`src/hdl/http_message_head_parser_core_macros.svh`:
```
// ---------------------------------------------------------------------------
// Assertion macros for the HTTP message head parser
// Every user provides clk and arst_n in the scope of the macro.
// ---------------------------------------------------------------------------
`ifndef HTTP_MESSAGE_HEAD_PARSER_CORE_MACROS_SVH
`define HTTP_MESSAGE_HEAD_PARSER_CORE_MACROS_SVH

// Same-cycle implication.
`define HMHP_ASSERT_NOW(label, ante, cons, msg) \
	label: assert property (@(posedge clk) disable iff (!arst_n) (ante) |-> (cons)) \
		else $error(msg);

// Next-cycle implication.
`define HMHP_ASSERT_NEXT(label, ante, cons, msg) \
	label: assert property (@(posedge clk) disable iff (!arst_n) (ante) |=> (cons)) \
		else $error(msg);

`endif

```
`src/hdl/hmhp_pkg.sv`:
```
// ---------------------------------------------------------------------------
// hmhp_pkg
// Shared constants, result type and helper functions of the head parser.
// ---------------------------------------------------------------------------
package hmhp_pkg;

	// Parse states
	localparam int STATE_W = 5;
	localparam logic [STATE_W-1:0] S_METHOD_START  = 5'd0;
	localparam logic [STATE_W-1:0] S_METHOD        = 5'd1;
	localparam logic [STATE_W-1:0] S_SPACES_PATH   = 5'd2;
	localparam logic [STATE_W-1:0] S_PATH          = 5'd3;
	localparam logic [STATE_W-1:0] S_SPACES_VER    = 5'd4;
	localparam logic [STATE_W-1:0] S_VER_WORD      = 5'd5;
	localparam logic [STATE_W-1:0] S_MAJOR         = 5'd6;
	localparam logic [STATE_W-1:0] S_MINOR         = 5'd7;
	localparam logic [STATE_W-1:0] S_FIN_REQ       = 5'd8;
	localparam logic [STATE_W-1:0] S_SPACES_STATUS = 5'd9;
	localparam logic [STATE_W-1:0] S_STATUS        = 5'd10;
	localparam logic [STATE_W-1:0] S_SPACES_MSG    = 5'd11;
	localparam logic [STATE_W-1:0] S_MSG           = 5'd12;
	localparam logic [STATE_W-1:0] S_FIN_STATUS    = 5'd13;
	localparam logic [STATE_W-1:0] S_HDR_START     = 5'd14;
	localparam logic [STATE_W-1:0] S_HDR_NAME      = 5'd15;
	localparam logic [STATE_W-1:0] S_SPACES_VALUE  = 5'd16;
	localparam logic [STATE_W-1:0] S_HDR_VALUE     = 5'd17;
	localparam logic [STATE_W-1:0] S_HDR_END       = 5'd18;
	localparam logic [STATE_W-1:0] S_HEAD_END      = 5'd19;
	localparam logic [STATE_W-1:0] S_PAST          = 5'd20;
	localparam logic [STATE_W-1:0] S_ERROR         = 5'd21;

	// Byte roles
	localparam logic [3:0] ROLE_SPACE   = 4'd0;
	localparam logic [3:0] ROLE_METHOD  = 4'd1;
	localparam logic [3:0] ROLE_PATH    = 4'd2;
	localparam logic [3:0] ROLE_VERSION = 4'd3;
	localparam logic [3:0] ROLE_STATUS  = 4'd4;
	localparam logic [3:0] ROLE_TEXT    = 4'd5;
	localparam logic [3:0] ROLE_NAME    = 4'd6;
	localparam logic [3:0] ROLE_VALUE   = 4'd7;
	localparam logic [3:0] ROLE_DELIM   = 4'd8;
	localparam logic [3:0] ROLE_PAST    = 4'd9;

	// Events
	localparam logic [2:0] EV_NONE      = 3'd0;
	localparam logic [2:0] EV_REQ_DONE  = 3'd1;
	localparam logic [2:0] EV_STAT_DONE = 3'd2;
	localparam logic [2:0] EV_HDR_DONE  = 3'd3;
	localparam logic [2:0] EV_HEAD_DONE = 3'd4;
	localparam logic [2:0] EV_ERROR     = 3'd5;

	// Methods
	localparam logic METHOD_GET  = 1'b0;
	localparam logic METHOD_POST = 1'b1;

	// Word lengths
	localparam logic [2:0] LEN_GET  = 3'd3;
	localparam logic [2:0] LEN_POST = 3'd4;
	localparam logic [2:0] LEN_HTTP = 3'd4;

	// Characters
	localparam logic [7:0] CH_SP    = 8'h20;
	localparam logic [7:0] CH_CR    = 8'h0D;
	localparam logic [7:0] CH_LF    = 8'h0A;
	localparam logic [7:0] CH_COLON = 8'h3A;
	localparam logic [7:0] CH_SLASH = 8'h2F;
	localparam logic [7:0] CH_DOT   = 8'h2E;
	localparam logic [7:0] CH_ZERO  = 8'h30;
	localparam logic [7:0] CH_NINE  = 8'h39;
	localparam logic [7:0] CH_G     = 8'h47;
	localparam logic [7:0] CH_E     = 8'h45;
	localparam logic [7:0] CH_T     = 8'h54;
	localparam logic [7:0] CH_P     = 8'h50;
	localparam logic [7:0] CH_O     = 8'h4F;
	localparam logic [7:0] CH_S     = 8'h53;
	localparam logic [7:0] CH_H     = 8'h48;

	// Configuration port
	localparam int APB_ADDR_W = 3;
	localparam int APB_DATA_W = 32;
	localparam logic REG_PARSE_MODE = 1'b0;   // word index, paddr[2]

	typedef struct packed {
		logic [3:0]  byte_role;
		logic        field_start;
		logic        field_end;
		logic [2:0]  event_res;
		logic        method_kind;
		logic [7:0]  version_major;
		logic [7:0]  version_minor;
		logic [15:0] status_value;
	} result_t;

	function automatic logic [7:0] method_char(input logic meth, input logic [2:0] pos);
		logic [7:0] ch;
		ch = 8'h00;
		if (meth == METHOD_POST) begin
			case (pos)
				3'd0:    ch = CH_P;
				3'd1:    ch = CH_O;
				3'd2:    ch = CH_S;
				3'd3:    ch = CH_T;
				default: ch = 8'h00;
			endcase
		end else begin
			case (pos)
				3'd0:    ch = CH_G;
				3'd1:    ch = CH_E;
				3'd2:    ch = CH_T;
				default: ch = 8'h00;
			endcase
		end
		return ch;
	endfunction

	function automatic logic [7:0] http_char(input logic [2:0] pos);
		logic [7:0] ch;
		case (pos)
			3'd0:    ch = CH_H;
			3'd1:    ch = CH_T;
			3'd2:    ch = CH_T;
			3'd3:    ch = CH_P;
			default: ch = 8'h00;
		endcase
		return ch;
	endfunction

	function automatic logic is_digit(input logic [7:0] c);
		return (c >= CH_ZERO) && (c <= CH_NINE);
	endfunction

	// acc * 10 + digit, clamped to 8 bits
	function automatic logic [7:0] sat8(input logic [7:0] acc, input logic [7:0] c);
		logic [7:0]  d;
		logic [11:0] v;
		d = c - CH_ZERO;
		v = {1'b0, acc, 3'b000} + {3'b000, acc, 1'b0} + {4'b0000, d};
		return (v > 12'd255) ? 8'hFF : v[7:0];
	endfunction

	// acc * 10 + digit, clamped to 16 bits
	function automatic logic [15:0] sat16(input logic [15:0] acc, input logic [7:0] c);
		logic [7:0]  d;
		logic [19:0] v;
		d = c - CH_ZERO;
		v = {1'b0, acc, 3'b000} + {3'b000, acc, 1'b0} + {12'h000, d};
		return (v > 20'd65535) ? 16'hFFFF : v[15:0];
	endfunction

endpackage

```
`src/hdl/hmhp_in_if.sv`:
```
// ---------------------------------------------------------------------------
// hmhp_in_if
// Input byte channel: one raw byte of the message head per beat.
// ---------------------------------------------------------------------------
interface hmhp_in_if;
	logic       valid;
	logic       ready;
	logic [7:0] data_byte;
	logic       new_message;

	modport source (output valid, output data_byte, output new_message, input ready);
	modport sink   (input valid, input data_byte, input new_message, output ready);
endinterface

```
`src/hdl/hmhp_out_if.sv`:
```
// ---------------------------------------------------------------------------
// hmhp_out_if
// Result channel: tag and accumulators for one parsed byte per beat.
// ---------------------------------------------------------------------------
interface hmhp_out_if;
	logic        valid;
	logic        ready;
	logic [3:0]  byte_role;
	logic        field_start;
	logic        field_end;
	logic [2:0]  event_res;
	logic        method_kind;
	logic [7:0]  version_major;
	logic [7:0]  version_minor;
	logic [15:0] status_value;

	modport source (
		output valid, input ready,
		output byte_role, output field_start, output field_end, output event_res,
		output method_kind, output version_major, output version_minor, output status_value
	);
	modport sink (
		input valid, output ready,
		input byte_role, input field_start, input field_end, input event_res,
		input method_kind, input version_major, input version_minor, input status_value
	);
endinterface

```
`src/hdl/hmhp_regs.sv`:
```
// ---------------------------------------------------------------------------
// hmhp_regs
// APB register file: holds the parse mode register.
// ---------------------------------------------------------------------------
module hmhp_regs
	import hmhp_pkg::*;
(
	input  logic                  clk,
	input  logic                  arst_n,
	input  logic                  psel,
	input  logic                  penable,
	input  logic                  pwrite,
	input  logic [APB_ADDR_W-1:0] paddr,
	input  logic [APB_DATA_W-1:0] pwdata,
	output logic [APB_DATA_W-1:0] prdata,
	output logic                  pready,
	output logic                  parse_mode
);

	logic mode_q;
	logic wr_en;

	assign pready = 1'b1;
	assign wr_en  = psel && penable && pwrite && pready && (paddr[2] == REG_PARSE_MODE);

	always_ff @(posedge clk or negedge arst_n) begin
		if (!arst_n) begin
			mode_q <= 1'b0;
		end else if (wr_en) begin
			mode_q <= pwdata[0];
		end
	end

	always_comb begin
		prdata = '0;
		if (paddr[2] == REG_PARSE_MODE) begin
			prdata = {{(APB_DATA_W-1){1'b0}}, mode_q};
		end
	end

	assign parse_mode = mode_q;

endmodule

```
`src/hdl/hmhp_parser.sv`:
```
// ---------------------------------------------------------------------------
// hmhp_parser
// Parse state, match position and accumulators, plus the one-byte step.
// ---------------------------------------------------------------------------
`include "http_message_head_parser_core_macros.svh"

module hmhp_parser
	import hmhp_pkg::*;
(
	input  logic       clk,
	input  logic       arst_n,
	input  logic       step_en,
	input  logic [7:0] data_byte,
	input  logic       new_message,
	input  logic       parse_mode,
	output result_t    res
);

	logic [STATE_W-1:0] state_q, st, st_n;
	logic [2:0]         mp_q, mp, mp_n;
	logic               meth_q, meth, meth_n;
	logic [7:0]         maj_q, maj, maj_n;
	logic [7:0]         min_q, mnr, min_n;
	logic [15:0]        stat_q, stv, stat_n;
	logic [3:0]         role;
	logic               fs, fe, err;
	logic [2:0]         ev;
	logic [2:0]         mlen;

	always_comb begin
		// restart before this byte when a new message begins
		st   = state_q;
		mp   = mp_q;
		meth = meth_q;
		maj  = maj_q;
		mnr  = min_q;
		stv  = stat_q;
		if (new_message) begin
			st   = parse_mode ? S_SPACES_VER : S_METHOD_START;
			mp   = 3'd0;
			meth = METHOD_GET;
			maj  = 8'd0;
			mnr  = 8'd0;
			stv  = 16'd0;
		end

		st_n   = st;
		mp_n   = mp;
		meth_n = meth;
		maj_n  = maj;
		min_n  = mnr;
		stat_n = stv;
		role   = ROLE_PAST;
		fs     = 1'b0;
		fe     = 1'b0;
		ev     = EV_NONE;
		err    = 1'b0;
		mlen   = (meth == METHOD_POST) ? LEN_POST : LEN_GET;

		case (st)
			S_METHOD_START: begin
				if (data_byte == CH_G || data_byte == CH_P) begin
					meth_n = (data_byte == CH_P) ? METHOD_POST : METHOD_GET;
					mp_n   = 3'd1;
					st_n   = S_METHOD;
					role   = ROLE_METHOD;
				end else begin
					err = 1'b1;
				end
			end
			S_METHOD: begin
				if (mp >= mlen) begin
					role = ROLE_DELIM;
					fe   = 1'b1;
					st_n = S_SPACES_PATH;
				end else if (data_byte == method_char(meth, mp)) begin
					role = ROLE_METHOD;
					mp_n = mp + 3'd1;
				end else begin
					err = 1'b1;
				end
			end
			S_SPACES_PATH: begin
				if (data_byte == CH_SP) begin
					role = ROLE_SPACE;
				end else if (data_byte == CH_SLASH) begin
					role = ROLE_PATH;
					fs   = 1'b1;
					st_n = S_PATH;
				end else begin
					err = 1'b1;
				end
			end
			S_PATH: begin
				if (data_byte == CH_SP) begin
					role = ROLE_DELIM;
					fe   = 1'b1;
					st_n = S_SPACES_VER;
				end else begin
					role = ROLE_PATH;
				end
			end
			S_SPACES_VER: begin
				if (data_byte == CH_SP) begin
					role = ROLE_SPACE;
				end else begin
					// first version letter: clear accumulators, match 'H'
					maj_n = 8'd0;
					min_n = 8'd0;
					mp_n  = 3'd0;
					st_n  = S_VER_WORD;
					if (data_byte == http_char(3'd0)) begin
						role = ROLE_VERSION;
						mp_n = 3'd1;
					end else begin
						err = 1'b1;
					end
				end
			end
			S_VER_WORD: begin
				if (mp < LEN_HTTP) begin
					if (data_byte == http_char(mp)) begin
						role = ROLE_VERSION;
						mp_n = mp + 3'd1;
					end else begin
						err = 1'b1;
					end
				end else if (data_byte == CH_SLASH) begin
					role = ROLE_VERSION;
					st_n = S_MAJOR;
				end else begin
					err = 1'b1;
				end
			end
			S_MAJOR: begin
				if (data_byte == CH_DOT) begin
					role = ROLE_VERSION;
					st_n = S_MINOR;
				end else if (is_digit(data_byte)) begin
					role  = ROLE_VERSION;
					maj_n = sat8(maj, data_byte);
				end else begin
					err = 1'b1;
				end
			end
			S_MINOR: begin
				if (is_digit(data_byte)) begin
					role  = ROLE_VERSION;
					min_n = sat8(mnr, data_byte);
				end else if (parse_mode) begin
					if (data_byte == CH_SP) begin
						role = ROLE_DELIM;
						fe   = 1'b1;
						st_n = S_SPACES_STATUS;
					end else begin
						err = 1'b1;
					end
				end else if (data_byte == CH_CR) begin
					role = ROLE_DELIM;
					fe   = 1'b1;
					st_n = S_FIN_REQ;
				end else begin
					err = 1'b1;
				end
			end
			S_FIN_REQ: begin
				if (data_byte == CH_LF) begin
					role = ROLE_DELIM;
					ev   = EV_REQ_DONE;
					st_n = S_HDR_START;
				end else begin
					err = 1'b1;
				end
			end
			S_SPACES_STATUS: begin
				if (data_byte == CH_SP) begin
					role = ROLE_SPACE;
				end else if (is_digit(data_byte)) begin
					role   = ROLE_STATUS;
					stat_n = sat16(stv, data_byte);
					st_n   = S_STATUS;
				end else begin
					err = 1'b1;
				end
			end
			S_STATUS: begin
				if (data_byte == CH_SP) begin
					role = ROLE_DELIM;
					fe   = 1'b1;
					st_n = S_SPACES_MSG;
				end else if (is_digit(data_byte)) begin
					role   = ROLE_STATUS;
					stat_n = sat16(stv, data_byte);
				end else begin
					err = 1'b1;
				end
			end
			S_SPACES_MSG: begin
				if (data_byte == CH_SP) begin
					role = ROLE_SPACE;
				end else if (data_byte == CH_CR) begin
					role = ROLE_DELIM;
					fe   = 1'b1;
					st_n = S_FIN_STATUS;
				end else begin
					role = ROLE_TEXT;
					fs   = 1'b1;
					st_n = S_MSG;
				end
			end
			S_MSG: begin
				if (data_byte == CH_CR) begin
					role = ROLE_DELIM;
					fe   = 1'b1;
					st_n = S_FIN_STATUS;
				end else begin
					role = ROLE_TEXT;
				end
			end
			S_FIN_STATUS: begin
				if (data_byte == CH_LF) begin
					role = ROLE_DELIM;
					ev   = EV_STAT_DONE;
					st_n = S_HDR_START;
				end else begin
					err = 1'b1;
				end
			end
			S_HDR_START: begin
				if (data_byte == CH_CR) begin
					role = ROLE_DELIM;
					st_n = S_HEAD_END;
				end else if (data_byte == CH_COLON) begin
					role = ROLE_DELIM;
					fe   = 1'b1;
					st_n = S_SPACES_VALUE;
				end else begin
					role = ROLE_NAME;
					fs   = 1'b1;
					st_n = S_HDR_NAME;
				end
			end
			S_HDR_NAME: begin
				if (data_byte == CH_COLON) begin
					role = ROLE_DELIM;
					fe   = 1'b1;
					st_n = S_SPACES_VALUE;
				end else begin
					role = ROLE_NAME;
				end
			end
			S_SPACES_VALUE: begin
				if (data_byte == CH_SP) begin
					role = ROLE_SPACE;
				end else if (data_byte == CH_CR) begin
					role = ROLE_DELIM;
					fe   = 1'b1;
					st_n = S_HDR_END;
				end else begin
					role = ROLE_VALUE;
					fs   = 1'b1;
					st_n = S_HDR_VALUE;
				end
			end
			S_HDR_VALUE: begin
				if (data_byte == CH_CR) begin
					role = ROLE_DELIM;
					fe   = 1'b1;
					st_n = S_HDR_END;
				end else begin
					role = ROLE_VALUE;
				end
			end
			S_HDR_END: begin
				if (data_byte == CH_LF) begin
					role = ROLE_DELIM;
					ev   = EV_HDR_DONE;
					st_n = S_HDR_START;
				end else begin
					err = 1'b1;
				end
			end
			S_HEAD_END: begin
				if (data_byte == CH_LF) begin
					role = ROLE_DELIM;
					ev   = EV_HEAD_DONE;
					st_n = S_PAST;
				end else begin
					err = 1'b1;
				end
			end
			S_PAST: begin
				role = ROLE_PAST;
			end
			default: begin
				// error state and unused codes stay in error
				err = 1'b1;
			end
		endcase

		if (err) begin
			st_n = S_ERROR;
			role = ROLE_PAST;
			fs   = 1'b0;
			fe   = 1'b0;
			ev   = EV_ERROR;
		end
	end

	always_ff @(posedge clk or negedge arst_n) begin
		if (!arst_n) begin
			state_q <= S_METHOD_START;
			mp_q    <= 3'd0;
			meth_q  <= METHOD_GET;
			maj_q   <= 8'd0;
			min_q   <= 8'd0;
			stat_q  <= 16'd0;
		end else if (step_en) begin
			state_q <= st_n;
			mp_q    <= mp_n;
			meth_q  <= meth_n;
			maj_q   <= maj_n;
			min_q   <= min_n;
			stat_q  <= stat_n;
		end
	end

	always_comb begin
		res.byte_role     = role;
		res.field_start   = fs;
		res.field_end     = fe;
		res.event_res     = ev;
		res.method_kind   = meth_n;
		res.version_major = maj_n;
		res.version_minor = min_n;
		res.status_value  = stat_n;
	end

	`HMHP_ASSERT_NEXT(a_error_sticky, step_en && !new_message && state_q == S_ERROR, state_q == S_ERROR, "error state left without a new message")
	`HMHP_ASSERT_NEXT(a_hold_when_idle, !step_en, $stable(state_q) && $stable(stat_q) && $stable(maj_q), "parser state moved without a beat")
	`HMHP_ASSERT_NOW(a_error_tag, res.event_res == EV_ERROR, res.byte_role == ROLE_PAST && !res.field_start && !res.field_end, "error beat carries a field tag")
	`HMHP_ASSERT_NOW(a_start_not_end, 1'b1, !(res.field_start && res.field_end), "byte both starts and ends a field")

endmodule

```
`src/hdl/http_message_head_parser_core.sv`:
```
// ---------------------------------------------------------------------------
// http_message_head_parser_core
// Byte-stream HTTP/1.x message head parser: tags each byte with its role.
// ---------------------------------------------------------------------------
//
//  Channel   Direction  Beat carries
//  --------  ---------  ---------------------------------------------------
//  in_bus    sink       data_byte, new_message (restart before this byte)
//  out_bus   source     byte_role, field flags, event, method, version, status
//  APB       slave      parse_mode at byte address 0
//
//  One byte per cycle sustained while out_bus is ready; each beat is
//  registered at the input (stage 1), stepped through the parse state
//  machine and registered at the output (stage 2).
//  The parse state advances only when a stage-1 byte moves into the output
//  register, so stalls on out_bus hold everything and drop nothing.
//  arst_n clears the parser to the request start state and parse_mode to 0.
//  parse_mode picks the start state on new_message; S_MINOR reads it directly.
//
`include "http_message_head_parser_core_macros.svh"

module http_message_head_parser_core
	import hmhp_pkg::*;
(
	input  logic                  clk,
	input  logic                  arst_n,
	hmhp_in_if.sink               in_bus,
	hmhp_out_if.source            out_bus,
	input  logic                  psel,
	input  logic                  penable,
	input  logic                  pwrite,
	input  logic [APB_ADDR_W-1:0] paddr,
	input  logic [APB_DATA_W-1:0] pwdata,
	output logic [APB_DATA_W-1:0] prdata,
	output logic                  pready
);

	logic       parse_mode;
	logic       valid_s1;
	logic [7:0] byte_s1;
	logic       newmsg_s1;
	logic       valid_s2;
	result_t    res_s2;
	result_t    step_res;
	logic       advance;
	logic       in_ready;

	hmhp_regs u_regs (
		.clk        (clk),
		.arst_n     (arst_n),
		.psel       (psel),
		.penable    (penable),
		.pwrite     (pwrite),
		.paddr      (paddr),
		.pwdata     (pwdata),
		.prdata     (prdata),
		.pready     (pready),
		.parse_mode (parse_mode)
	);

	// advance the stage-1 byte whenever the output register is free or drains
	assign advance  = valid_s1 && (!valid_s2 || out_bus.ready);
	assign in_ready = !valid_s1 || advance;
	assign in_bus.ready = in_ready;

	// stage 1: input register
	always_ff @(posedge clk or negedge arst_n) begin
		if (!arst_n) begin
			valid_s1 <= 1'b0;
		end else if (in_ready) begin
			valid_s1 <= in_bus.valid;
		end
	end

	always_ff @(posedge clk) begin
		if (in_ready && in_bus.valid) begin
			byte_s1   <= in_bus.data_byte;
			newmsg_s1 <= in_bus.new_message;
		end
	end

	// parse step between stage 1 and the output register
	hmhp_parser u_parser (
		.clk         (clk),
		.arst_n      (arst_n),
		.step_en     (advance),
		.data_byte   (byte_s1),
		.new_message (newmsg_s1),
		.parse_mode  (parse_mode),
		.res         (step_res)
	);

	// stage 2: result register
	always_ff @(posedge clk or negedge arst_n) begin
		if (!arst_n) begin
			valid_s2 <= 1'b0;
		end else if (advance) begin
			valid_s2 <= 1'b1;
		end else if (out_bus.ready) begin
			valid_s2 <= 1'b0;
		end
	end

	always_ff @(posedge clk) begin
		if (advance) begin
			res_s2 <= step_res;
		end
	end

	assign out_bus.valid         = valid_s2;
	assign out_bus.byte_role     = res_s2.byte_role;
	assign out_bus.field_start   = res_s2.field_start;
	assign out_bus.field_end     = res_s2.field_end;
	assign out_bus.event_res     = res_s2.event_res;
	assign out_bus.method_kind   = res_s2.method_kind;
	assign out_bus.version_major = res_s2.version_major;
	assign out_bus.version_minor = res_s2.version_minor;
	assign out_bus.status_value  = res_s2.status_value;

	`HMHP_ASSERT_NOW(a_backpressure_full, !in_ready, valid_s1 && valid_s2, "input stalled with a free stage")
	`HMHP_ASSERT_NEXT(a_advance_fills, advance, valid_s2, "advanced beat missing from output register")

endmodule

```
`src/flat_wrapper.sv`:
```
// flat-port wrapper written by rule: the top's interface ports become plain ports
module http_message_head_parser_core_flat import hmhp_pkg::*;
  (clk, arst_n, psel, penable, pwrite, paddr, pwdata, prdata, pready, in_bus_valid, in_bus_data_byte, in_bus_new_message, in_bus_ready, out_bus_valid, out_bus_ready, out_bus_byte_role, out_bus_field_start, out_bus_field_end, out_bus_event_res, out_bus_method_kind, out_bus_version_major, out_bus_version_minor, out_bus_status_value);
  hmhp_in_if in_bus_i ();
  hmhp_out_if out_bus_i ();
  input  logic clk;
  input  logic arst_n;
  input  logic psel;
  input  logic penable;
  input  logic pwrite;
  input  logic [APB_ADDR_W-1:0] paddr;
  input  logic [APB_DATA_W-1:0] pwdata;
  output logic [APB_DATA_W-1:0] prdata;
  output logic pready;
  input wire logic [$bits(in_bus_i.valid)-1:0] in_bus_valid;
  input wire logic [$bits(in_bus_i.data_byte)-1:0] in_bus_data_byte;
  input wire logic [$bits(in_bus_i.new_message)-1:0] in_bus_new_message;
  output wire logic [$bits(in_bus_i.ready)-1:0] in_bus_ready;
  output wire logic [$bits(out_bus_i.valid)-1:0] out_bus_valid;
  input wire logic [$bits(out_bus_i.ready)-1:0] out_bus_ready;
  output wire logic [$bits(out_bus_i.byte_role)-1:0] out_bus_byte_role;
  output wire logic [$bits(out_bus_i.field_start)-1:0] out_bus_field_start;
  output wire logic [$bits(out_bus_i.field_end)-1:0] out_bus_field_end;
  output wire logic [$bits(out_bus_i.event_res)-1:0] out_bus_event_res;
  output wire logic [$bits(out_bus_i.method_kind)-1:0] out_bus_method_kind;
  output wire logic [$bits(out_bus_i.version_major)-1:0] out_bus_version_major;
  output wire logic [$bits(out_bus_i.version_minor)-1:0] out_bus_version_minor;
  output wire logic [$bits(out_bus_i.status_value)-1:0] out_bus_status_value;
  assign in_bus_i.valid = in_bus_valid;
  assign in_bus_i.data_byte = in_bus_data_byte;
  assign in_bus_i.new_message = in_bus_new_message;
  assign in_bus_ready = in_bus_i.ready;
  assign out_bus_valid = out_bus_i.valid;
  assign out_bus_i.ready = out_bus_ready;
  assign out_bus_byte_role = out_bus_i.byte_role;
  assign out_bus_field_start = out_bus_i.field_start;
  assign out_bus_field_end = out_bus_i.field_end;
  assign out_bus_event_res = out_bus_i.event_res;
  assign out_bus_method_kind = out_bus_i.method_kind;
  assign out_bus_version_major = out_bus_i.version_major;
  assign out_bus_version_minor = out_bus_i.version_minor;
  assign out_bus_status_value = out_bus_i.status_value;
  http_message_head_parser_core u_core (.clk(clk), .arst_n(arst_n), .in_bus(in_bus_i), .out_bus(out_bus_i), .psel(psel), .penable(penable), .pwrite(pwrite), .paddr(paddr), .pwdata(pwdata), .prdata(prdata), .pready(pready));
endmodule
```
`config.mk`:
```
export PLATFORM = sky130hd
export DESIGN_NAME = http_message_head_parser_core_flat
export DESIGN_NICKNAME = d
export VERILOG_FILES = /design/src/hdl/hmhp_pkg.sv /design/src/hdl/hmhp_in_if.sv /design/src/hdl/hmhp_out_if.sv /design/src/hdl/hmhp_regs.sv /design/src/hdl/hmhp_parser.sv /design/src/hdl/http_message_head_parser_core.sv /design/src/flat_wrapper.sv
export VERILOG_INCLUDE_DIRS = /design/src /design/src/hdl
export SDC_FILE = /design/constraint.sdc
export NUM_CORES = 1
export LEC_CHECK = 0
export ABC_AREA = 1
export ABC_CLOCK_PERIOD_IN_PS = 3600
export BUFFER_PORTS_ARGS = -buffer_cell sky130_fd_sc_hd__buf_2
export CAP_MARGIN = 15
export CORE_MARGIN = 1
export CORE_UTILIZATION = 45
export DETAILED_ROUTE_END_ITERATION = 8
export PLACE_DENSITY = 0.65
export SETUP_SLACK_MARGIN = 0.4
export SLEW_MARGIN = 0
export SYNTH_ARGS = -nofsm -noshare
export SYNTH_HDL_FRONTEND = slang
export SYNTH_HIERARCHICAL = 1
export SYNTH_SLANG_ARGS = --single-unit
```
`constraint.sdc`:
```
create_clock -name clk -period 3.6 [get_ports clk]
set_input_delay 0.72 -clock clk [delete_from_list [all_inputs] [get_ports clk]]
set_output_delay 0.72 -clock clk [all_outputs]
set_load 0.02 [all_outputs]
```
==> results.py, run 1 <==
metrics = {
    "run_status": {
        "outcome": "finished, final reports clean",
    },
    "job": {
        "cap_viol_max_count": 0,
    },
    "yosys": {
        "synth_area_leader_cell": "nand2_1",
        "synth_warnings": 6,
        "synth_edf_count": 51,
        "synth_top_area_share_pct": 19.0,
        "ys_ff_latch": 95,
        "async_flop_share_pct": 46.3,
        "netlist_top_cells_area": "nand2_1, edfxtp_1, dfrtp_1",
        "netlist_instances": 1331,
        "synth_top_flop_cell": "edfxtp_1",
        "syn_area_mm2": 0.00894,
        "synth.avg_cell_area_um2": 6.72,
        "synth.distinct_cells": 43,
        "seq_area_frac_synth_pct": 29.5,
    },
    "floorplanning": {
        "io_pins": 128,
        "die_area_mm2": 0.0204,
        "die_h_um": 143,
        "fp-row-count": 51,
        "core_mm2": 0.0195,
        "start_util_pct": 45.9,
        "die_w_um": 143,
    },
    "grt": {
        "grt_pass1_vias": 8021,
        "antenna_found_initial": 0,
        "grt_max_degree": 81,
        "grt_pass1_wl_mm": 40.7,
        "grt.total_usage_pct": 25.9,
        "grt.overflow.total": 0,
    },
    "sta": {
        "fin_crit_sh_pct": 90.9,
        "min_period_ns": 3.27,
        "final.setup.tns_ns": 0,
        "rsz0062_at_grt": "true",
        "setup_viol": 0,
        "timing.slew.headroom_pct": 31.4,
        "drv_slew": 0,
        "worst_pin_slew_ns": 1.03,
        "finalHoldViolCount": 0,
        "finClkSkew_ns": 0.0113,
        "fmax_ghz": 0.306,
    },
    "clock_network": {
        "cts-root-buf": "clkbuf_16",
        "ctsHoldBuffers": 0,
        "tritoncts_num_sinks": 95,
        "h-tree-depth": 3,
        "numCtsBuffers": 9,
        "path_clk_slew_ns": 0.07,
        "cts_tree": "built",
        "worstSkewPairLatency_ns": 0.36,
        "clockBufferDepth": 2,
    },
    "drt": {
        "drtIter0Drc": 772,
        "firstDrtPassIters": 6,
        "drtAntennaViolNets": 0,
        "viasPerCell": 5.11,
        "avgRoutedWirePerCell_um": 15.4,
        "drcViolationCount": 0,
        "via_count": 8714,
        "wl_mm": 26.3,
    },
    "setup_path": {
        "cp_slowest_stage_delay_ns": 0.52,
        "path_buf_inv": 4,
        "cp_cell_sequence": "inv_4, o21ai_4, xor2_2, buf_4, fa_1, ha_4, a21oi_4, nor2_1, nor2_1, nand2_2, nand3_2, nand2_1, nand2_1, nand2_2, nor2_4, clkbuf_16, nand3_2, nand2_1, inv_1",
        "cp_max_fo": 8,
        "critPathCaptureType": "register",
        "critPathArrivalTime_ns": 3.39,
        "start_kind": "register",
        "cp_top_family": "simple AND/OR/NAND/NOR gates",
        "crit_path_frequent_cell": "nand2_1",
        "critPathSlowestCell": "fa_1",
        "cp_data_required_time_ns": 3.72,
        "crit_type": "reg -> reg",
    },
    "placement": {
        "place.port_buffers": 62,
        "dp_hpwl_mm": 18.7,
        "place_congestion": 0.928,
    },
    "final_layout": {
        "postLayoutCoreUtil_pct": 56.8,
        "antennaDiodeCount": 0,
        "final_cell_mix": "nand2_1, inv_1, nor2_1, nand3_1, buf_2",
        "layout_commonest_cell": "nand2_1",
        "layout-drive-gt1-share_pct": 25.1,
        "nets": 1566,
        "areaGrowthSynthToFinish_pct": 23.7,
    },
    "power": {
        "swShare_pct": 39.0,
        "ir_drop_v": 0.000199,
        "p_seq_share_pct": 36.6,
        "p_per_area_mw_per_mm2": 331,
        "combPwrFrac_pct": 35.8,
        "clock_power_share_pct": 27.6,
        "switchingPower_uw": 1430,
        "cellLeakagePower_uw": 0.00607,
        "p_int_uw": 2230,
    },
    "min_path": {
        "hold_class": "in -> async",
    },
}
[synth_stat cells, drive strengths merged, types with 3 or more instances]
cell type,n
a21oi,45
a31oi,3
buf,49
clkbuf,10
dfrtp,44
edfxtp,51
fa,18
ha,61
inv,194
nand2,461
nand3,125
nand3b,7
nand4,17
nor2,156
nor3,13
o21ai,39
o21bai,3
o22ai,3
xnor2,5
xor2,12
[what timing repair did]
action,CTS,global route
pin swaps,20,55
gates cloned,2,2
buffers inserted,11,17
resized for setup,52,153
setup endpoints to repair,64,68
[cell families after synthesis]
| kind of cell | Yosys count | synth area share (%) |
|---|---|---|
| other | 2 | 0.0840 |
| adder cells (fa/ha/maj) | 79 | 12.6 |
| XOR/XNOR | 17 | 1.67 |
| buffers and inverters | 255 | 12.7 |
| AO/OA/AOI/OAI | 99 | 5.99 |
| flip-flops | 95 | 29.5 |
| AND/OR/NAND/NOR | 784 | 37.6 |
[area by class of cell]
type | instances | area [um^2]
sequential | 95 | 2630
timing repair buffer | 122 | 887
clock buffer | 12 | 246
multi-input combinational | 1011 | 6140
fill | 1857 | 8410
inverter | 196 | 757
clock inverter | 4 | 53.8
tap | 265 | 332
timing repair inverter | 1 | 8.76
[worst register-to-register path, cell delays in order (launching register included)]
cell and delay [ns]:
edfxtp_1 0.45, inv_4 0.13, o21ai_4 0.07, xor2_2 0.19, buf_4 0.15, fa_1 0.52, ha_4 0.23, a21oi_4 0.15
nor2_1 0.06, nor2_1 0.11, nand2_2 0.10, nand3_2 0.08, nand2_1 0.06, nand2_1 0.07, nand2_2 0.06, nor2_4 0.19
clkbuf_16 0.22, nand3_2 0.10, nand2_1 0.06, inv_1 0.04
[power by group through the flow]
stage	Clock, uW	Combinational (uW)	Sequential, uW
2_1_floorplan	0	844	1400
3_3_place_gp	0	1200	1360
3_5_place_dp	0	1200	1360
4_1_cts	1030	1240	1340
5_1_grt	1070	1450	1350
6_report	1010	1310	1340
[per-layer routing]
metal	share of wire (%)	global-route usage, %
met1	45	34.1
met2	48	43.8
met3	4.7	2.72
met4	2.5	9.73
met5	0	0
[metrics by stage]
stage               cell area (um^2)  setup slack (ns)  total power (uW)  hold WS, ns  std cells
floorplan                       9190             0.359              2250        0.424       1361
global placement                9640             0.174              2560        0.462       1658
detailed placement              9640             0.145              2560        0.465       1658
CTS                            10200             0.392              3610        0.439       1687
global route                   11100             0.176              3860        0.473       1706
finish                         11100             0.327              3650        0.417       1706
[registers in the layout (all words and copies together), names as in the netlist, 3 cells and up]
name and count:
u_core/out_bus.status_value 16, u_core/u_parser/stat_q 16, u_core/byte_s1 8, u_core/out_bus.version_major 8
u_core/out_bus.version_minor 8, u_core/u_parser/maj_q 8, u_core/u_parser/min_q 8, u_core/u_parser/state_q 5
u_core/out_bus.byte_role 4, u_core/out_bus.event_res 3, u_core/u_parser/mp_q 3
[worst paths after layout]
path,start,to,slack [ns],cells past startpoint
worst max-delay path,u_core/byte_s1[4]$_DFFE_PP_,u_core/out_bus.status_value[15]$_DFFE_PP_,0.33,19
worst min-delay path,arst_n,u_core/u_parser/stat_q[13]$_DFFE_PN0P_,0.42,1
worst max register to register,u_core/byte_s1[4]$_DFFE_PP_,u_core/out_bus.status_value[15]$_DFFE_PP_,0.33,19
worst min register to register,u_core/u_parser/stat_q[5]$_DFFE_PN0P_,u_core/u_parser/stat_q[5]$_DFFE_PN0P_,0.47,2
max in group asynchronous,arst_n,u_core/u_parser/maj_q[3]$_DFFE_PN0P_,2.42,2
min in group clk,u_core/u_parser/stat_q[5]$_DFFE_PN0P_,u_core/u_parser/stat_q[5]$_DFFE_PN0P_,0.47,2
No activity file was read; power rests on OpenSTA's default activity.
==> run 2: changes to the inputs <==
Settings changed: RECOVER_POWER set to 100.
==> run 2 against run 1 <==
The flow now finishes with violations (capacitance limit, slew limit). Fmax is 3.2% lower. Wire length is 0.26% higher. First-iteration DRC count is 11% lower. Clock power hardly changed. Worst hold slack better by 0.056 ns. Critical path depth stayed put. Register-to-register slack worse by 0.11 ns. Flip-flop and latch count stayed put. Via count hardly changed. Sequential share of layout area is 0.46 points higher. Clock-buffer cell count stayed put. Largest cell class unchanged. Highest routed layer unchanged.
==> results.py, run 2 (synthesis gave the netlist of run 1 again) <==
metrics = {
    "run_status": {
        "outcome": "finished with violations",
        "violations": "capacitance limit, slew limit",
    },
    "setup_path": {
        "crit_type": "reg -> reg",
        "endpoint": "u_core/out_bus.status_value[9]$_DFFE_PP_",
        "startpoint": "u_core/byte_s1[4]$_DFFE_PP_",
        "r2r-end": "u_core/out_bus.status_value[9]$_DFFE_PP_",
        "rrSetupSlack_ns": 0.22,
        "cp_data_required_time_ns": 3.71,
        "critPathArrivalTime_ns": 3.50,
        "cp_max_fo": 8,
        "reg2reg_depth": 19,
        "reg2reg_from": "u_core/byte_s1[4]$_DFFE_PP_",
        "critPathCaptureType": "register",
        "start_kind": "register",
    },
    "placement": {
        "dp_hpwl_mm": 18.7,
        "dpl_cell_area_mm2": 0.00964,
        "place.port_buffers": 62,
        "place_congestion": 0.928,
    },
    "grt": {
        "grt_max_degree": 81,
        "grt.total_usage_pct": 25.9,
        "grt.overflow.total": 0,
        "antenna_found_initial": 0,
        "grt_pass1_vias": 8021,
        "grt_pass1_wl_mm": 40.7,
    },
    "power": {
        "switchingPower_uw": 1420,
        "clock_power_share_pct": 27.9,
        "p_seq_share_pct": 37.0,
        "p_per_area_mw_per_mm2": 334,
        "cellLeakagePower_uw": 0.00589,
        "p_int_uw": 2200,
        "swShare_pct": 39.2,
        "combPwrFrac_pct": 35.0,
        "ir_drop_v": 0.000200,
    },
    "clock_network": {
        "path_clk_slew_ns": 0.07,
        "cts_tree": "built",
        "worstSkewPairLatency_ns": 0.36,
        "numCtsBuffers": 9,
        "cts-root-buf": "clkbuf_16",
        "tritoncts_num_sinks": 95,
        "clockBufferDepth": 2,
        "h-tree-depth": 3,
    },
    "sta": {
        "drv_slew": 109,
        "fin_crit_sh_pct": 94.0,
        "final.setup.tns_ns": 0,
        "fmax_ghz": 0.296,
        "setup_viol": 0,
        "rsz0062_at_grt": "true",
        "finClkSkew_ns": 0.0109,
        "min_period_ns": 3.38,
        "finalHoldViolCount": 0,
        "worst_pin_slew_ns": 2.02,
        "timing.slew.headroom_pct": -34.9,
    },
    "final_layout": {
        "areaGrowthSynthToFinish_pct": 21.3,
        "antennaDiodeCount": 0,
        "layout-drive-gt1-share_pct": 19.5,
        "layout_commonest_cell": "nand2_1",
        "final_cell_mix": "nand2_1, inv_1, nor2_1, nand3_1, clkbuf_1",
        "nets": 1566,
        "design_area_mm2": 0.0108,
    },
    "floorplanning": {
        "fp-row-count": 51,
        "die_h_um": 143,
        "io_pins": 128,
        "start_util_pct": 45.9,
        "die_area_mm2": 0.0204,
        "core_mm2": 0.0195,
        "die_w_um": 143,
    },
    "job": {
        "cap_viol_max_count": 2,
    },
    "drt": {
        "viasPerCell": 5.11,
        "wl_mm": 26.3,
        "via_count": 8718,
        "drcViolationCount": 0,
        "avgRoutedWirePerCell_um": 15.4,
        "drtAntennaViolNets": 0,
        "firstDrtPassIters": 7,
        "drtIter0Drc": 686,
    },
    "min_path": {
        "hold_class": "reg -> reg",
    },
}
## run 2: cell count changes in the layout (fill, tap and decap cells not counted), moves of 2 or more
| cell | change |
|---|---|
| nand3_1 | +11 |
| nor2_1 | +2 |
| inv_2 | -3 |
| nand2_2 | -10 |
| buf_2 | -46 |
| inv_1 | +3 |
| buf_4 | -5 |
| nand2_1 | +10 |
| clkbuf_1 | +51 |
| nand3_2 | -11 |
## run 2: final cells by class
cell class | count | area [um^2]
Fill cell | 1911 | 8620
Multi-Input combinational cell | 1011 | 6020
Sequential cell | 95 | 2630
Timing Repair Buffer | 122 | 791
Inverter | 196 | 757
Tap cell | 265 | 332
Clock buffer | 12 | 246
Clock inverter | 4 | 53.8
Timing Repair inverter | 1 | 8.76
## run 2: how the worst min path moves through the flow
stage / startpoint / depth (start not counted) / slack (ns) / endpoint
floorplan: arst_n / 0 / 0.42 / u_core/out_bus.valid$_DFFE_PN0P_
global placement: u_core/u_parser/min_q[3]$_DFFE_PN0P_ / 2 / 0.46 / u_core/u_parser/min_q[3]$_DFFE_PN0P_
detailed placement: u_core/u_parser/min_q[1]$_DFFE_PN0P_ / 2 / 0.46 / u_core/u_parser/min_q[1]$_DFFE_PN0P_
CTS: arst_n / 1 / 0.44 / u_core/u_parser/stat_q[15]$_DFFE_PN0P_
global route: u_core/u_parser/stat_q[5]$_DFFE_PN0P_ / 2 / 0.49 / u_core/u_parser/stat_q[5]$_DFFE_PN0P_
finish: u_core/u_parser/stat_q[5]$_DFFE_PN0P_ / 2 / 0.47 / u_core/u_parser/stat_q[5]$_DFFE_PN0P_
## run 2: worst max-delay path: stages, from the launching register on
cell and delay, ns:
edfxtp_1 0.42, inv_4 0.08, o21ai_4 0.15, xor2_1 0.23
clkbuf_1 0.20, fa_1 0.48, ha_4 0.27, a21oi_4 0.15
nor2_1 0.06, nor2_1 0.11, nand2_2 0.09, nand3_1 0.11
nand2_1 0.07, nand2_1 0.07, nand2_2 0.06, nor2_4 0.18
clkbuf_16 0.22, nand3_4 0.09, nand2_2 0.07, inv_1 0.04
## run 2: power groups by stage
stage                     combinational (uW)  clock [uW]  sequential (uW)
after floorplan                          844           0             1400
after global routing                    1400        1070             1350
after CTS                               1240        1030             1340
after detailed placement                1200           0             1360
after global placement                  1200           0             1360
final                                   1270        1010             1340
## run 2: metrics by stage
step | instances | hold WS, ns | setup slack, ns | utilization [%] | total power [uW]
floorplan | 1361 | 0.424 | 0.359 | - | 2250
global placement | 1658 | 0.462 | 0.174 | 49.6 | 2560
detailed placement | 1658 | 0.465 | 0.145 | 49.6 | 2560
CTS | 1687 | 0.439 | 0.392 | 52.6 | 3610
global route | 1706 | 0.494 | 0.111 | 55.7 | 3820
finish | 1706 | 0.473 | 0.217 | 55.7 | 3620
## run 2: per-layer routing
metal	global-route usage [%]	vias up	share of wire, %
li1	-	4357	-
met1	34.1	4052	45
met2	43.8	265	48
met3	2.72	44	4.4
met4	9.73	0	2.5
met5	0	-	0
## run 2: timing repair
item / 4_1_cts / 5_1_grt
endpoints found under the setup margin: 64 / 68
gates resized for setup: 52 / 153
setup buffers: 11 / 17
cloned: 2 / 2
endpoints found under the hold margin: 0 / 0
hold buffers: 0 / 0
pin swaps: 20 / 55
==> run 3: changes to the inputs <==
Settings changed: SYNTH_HIERARCHICAL 1 to unset.
==> run 3 against run 2 <==
The run still ends with capacitance limit, slew limit left. Design area down 2.9%. Worst setup slack worse by 0.12 ns. First-iteration DRC count rose by 17%. Flip-flop and latch count unchanged. Sequential share of layout area grew 0.73 points. Register-to-register slack got worse by 0.12 ns. Fmax shrank 3.5%. Sequential power is essentially flat. Global-route usage up 0.34 points. Worst hold slack better by 0.00085 ns. Largest power group unchanged.
==> results.py, run 3 <==
metrics = {
    "placement": {
        "dp_hpwl_mm": 18.4,
        "place_ws_ns": -0.0549,
        "place.port_buffers": 62,
        "place_congestion": 0.970,
    },
    "setup_path": {
        "crit_type": "reg -> reg",
        "critPathArrivalTime_ns": 3.79,
        "critPathSlowestCell": "fa_1",
        "cp_data_required_time_ns": 3.88,
        "start_kind": "register",
        "cp_cell_sequence": "buf_6, inv_6, o21ai_2, xor2_1, buf_4, fa_1, ha_4, inv_1, o21bai_1, nand3_1, nand2_1, nand2_1, nand3_2, nand2_2, nor3b_4, buf_4, buf_6, buf_6, nand3_1, nand3_1, nand2_1",
        "critPathCaptureType": "register",
        "cp_max_fo": 6,
        "cp_slowest_stage_delay_ns": 0.59,
    },
    "yosys": {
        "ys_top_cells_by_count": "nand2_1, inv_1, nor2_1",
        "synth_fa_ha_area_share_pct": 13.0,
        "synth_edf_count": 51,
        "synth_top_area_share_pct": 17.8,
        "async_flop_share_pct": 46.3,
        "synth.distinct_cells": 43,
        "synth_top_family_by_area": "simple AND/OR/NAND/NOR gates",
        "synth_top_flop_cell": "edfxtp_1",
        "synth_mux_area_share_pct": 0,
        "yosys.area_share.simple_pct": 33.0,
        "synth_warnings": 0,
        "syn_area_mm2": 0.00862,
        "synth_compound_area_share_pct": 9.65,
        "synth.avg_cell_area_um2": 7.05,
        "yosysMostFrequentCell": "nand2_1",
        "ys_ff_latch": 95,
        "netlist_instances": 1223,
        "netlist_top_cells_area": "edfxtp_1, nand2_1, dfrtp_1",
        "synth_area_leader_cell": "edfxtp_1",
        "synth_xor_area_share_pct": 2.13,
        "seq_area_frac_synth_pct": 30.5,
    },
    "sta": {
        "drv_slew": 74,
        "setup_viol": 0,
        "finClkSkew_ns": 0.00840,
        "finalHoldViolCount": 0,
        "worst_slack_ns": 0.0964,
        "rsz0062_at_grt": "true",
        "timing.slew.headroom_pct": -52.0,
        "fin_crit_sh_pct": 97.3,
        "fmax_ghz": 0.285,
        "min_period_ns": 3.50,
        "final.setup.tns_ns": 0,
        "worst_pin_slew_ns": 2.28,
    },
    "run_status": {
        "violations": "capacitance limit, slew limit",
        "outcome": "finished with violations",
    },
    "final_layout": {
        "nets": 1478,
        "areaGrowthSynthToFinish_pct": 22.1,
        "layout-drive-gt1-share_pct": 19.6,
        "layout_commonest_cell": "nand2_1",
        "fillCellCount": 1759,
        "final_cell_mix": "nand2_1, inv_1, nor2_1, nand3_1, clkbuf_1",
        "antennaDiodeCount": 0,
    },
    "power": {
        "p_per_area_mw_per_mm2": 333,
        "ir_drop_v": 0.000253,
        "cellLeakagePower_uw": 0.00553,
        "fin_total_pwr_uw": 3500,
    },
    "clock_network": {
        "cts_tree": "built",
        "tritoncts_num_sinks": 95,
        "numCtsBuffers": 9,
        "ctsHoldBuffers": 0,
        "worstSkewPairLatency_ns": 0.36,
        "h-tree-depth": 3,
        "path_clk_slew_ns": 0.07,
        "cts-root-buf": "clkbuf_16",
        "clockBufferDepth": 2,
    },
    "floorplanning": {
        "fp-row-count": 50,
        "die_w_um": 140,
        "die_area_mm2": 0.0197,
        "die_h_um": 140,
        "start_util_pct": 46.0,
        "io_pins": 128,
        "core_mm2": 0.0188,
    },
    "job": {
        "cap_viol_max_count": 2,
    },
    "drt": {
        "drtAntennaViolNets": 0,
        "viasPerCell": 5.44,
        "wl_mm": 26.4,
        "drtIter0Drc": 800,
        "via_count": 8633,
        "avgRoutedWirePerCell_um": 16.7,
        "drcViolationCount": 0,
        "firstDrtPassIters": 7,
    },
    "grt": {
        "antenna_found_initial": 0,
        "grt_pass1_wl_mm": 40.5,
        "grt_max_degree": 54,
        "grt.total_usage_pct": 26.3,
        "grt_pass1_vias": 7929,
        "grt.overflow.total": 0,
    },
    "min_path": {
        "hold_class": "reg -> reg",
    },
}
run 3: changes by cell type after synthesis, moves of 5 or more:
| cell | change |
|---|---|
| a21o_1 | +5 |
| o21ai_1 | +9 |
| nand3_1 | -12 |
| o21ai_0 | +5 |
| nor2_4 | +9 |
| inv_1 | -23 |
| a21oi_1 | +21 |
| nor2_2 | -12 |
| nand4_1 | -5 |
| nand2_1 | -106 |
| xor2_1 | +5 |
| clkbuf_1 | -5 |
run 3: routing by layer:
| metal | routed length [um] | track usage [%] | share of wire [%] |
|---|---|---|---|
| met3 | 1990 | 3.66 | 7.5 |
| met4 | 945 | 11.5 | 3.6 |
| met1 | 11500 | 35.8 | 43 |
| met5 | 0 | 0 | 0 |
| met2 | 12100 | 41.7 | 46 |
run 3: critical path: cells and delay by family (launching register included):
family	cells	cell delay [ns]
adder cells (fa/ha/maj)	2	0.74
buffers and inverters	7	0.85
AO/OA/AOI/OAI	2	0.34
XOR/XNOR	1	0.14
AND/OR/NAND/NOR	9	0.88
flip-flops	1	0.47
run 3: repair_timing:
action / CTS / global route
gates cloned: 1 / 1
buffers inserted: 26 / 13
gates resized for setup: 96 / 103
setup endpoints to repair: 64 / 67
pin swaps: 41 / 62
run 3: power by group:
group / internal [uW] / switching, uW / leakage [uW]
registers: 1280 / 67.1 / 0.00109
logic: 381 / 863 / 0.00430
clock network: 468 / 442 / 0.000130
run 3: cell type report:
cell class	count	area (um^2)	area share, %
Clock inverter	4	23.8	0.226
Inverter	167	648	6.16
Sequential cell	95	2630	25.0
Clock buffer	12	236	2.25
Timing Repair Buffer	139	940	8.93
Tap cell	234	293	2.78
Multi-Input combinational cell	936	5750	54.7
run 3: final timing paths:
kind / start / depth (start not counted) / slack [ns] / end
worst max-delay path: u_core.byte_s1[4]$_DFFE_PP_ / 21 / 0.1 / u_core.u_parser.stat_q[5]$_DFFE_PN0P_
worst min-delay path: u_core.u_parser.stat_q[10]$_DFFE_PN0P_ / 2 / 0.47 / u_core.u_parser.stat_q[10]$_DFFE_PN0P_
worst max register to register: u_core.byte_s1[4]$_DFFE_PP_ / 21 / 0.1 / u_core.u_parser.stat_q[5]$_DFFE_PN0P_
worst min register to register: u_core.u_parser.stat_q[10]$_DFFE_PN0P_ / 2 / 0.47 / u_core.u_parser.stat_q[10]$_DFFE_PN0P_
max in group asynchronous: arst_n / 2 / 1.11 / u_core.u_parser.min_q[0]$_DFFE_PN0P_
min in group asynchronous: arst_n / 1 / 1.03 / u_core.u_parser.min_q[7]$_DFFE_PN0P_
run 3: cells by family (layout without fill, tap and decap cells):
logic type	after synthesis	count (layout)
AOI/OAI and AO/OA	150	150
xor gates and xnor gates	21	21
adders and majority gates	79	79
buffers and inverters	222	322
DFF	95	95
other	2	32
and+or+nand+nor	654	654
run 3: metrics by stage:
stage	cells	utilization [%]	hold WS, ns	instance area (um^2)
after floorplan	1253	-	0.424	8780
after global placement	1530	49.5	0.464	9290
after detailed placement	1530	49.5	0.466	9290
after CTS	1573	54.1	0.477	10200
after global routing	1587	56.1	0.509	10500
final	1587	56.1	0.474	10500
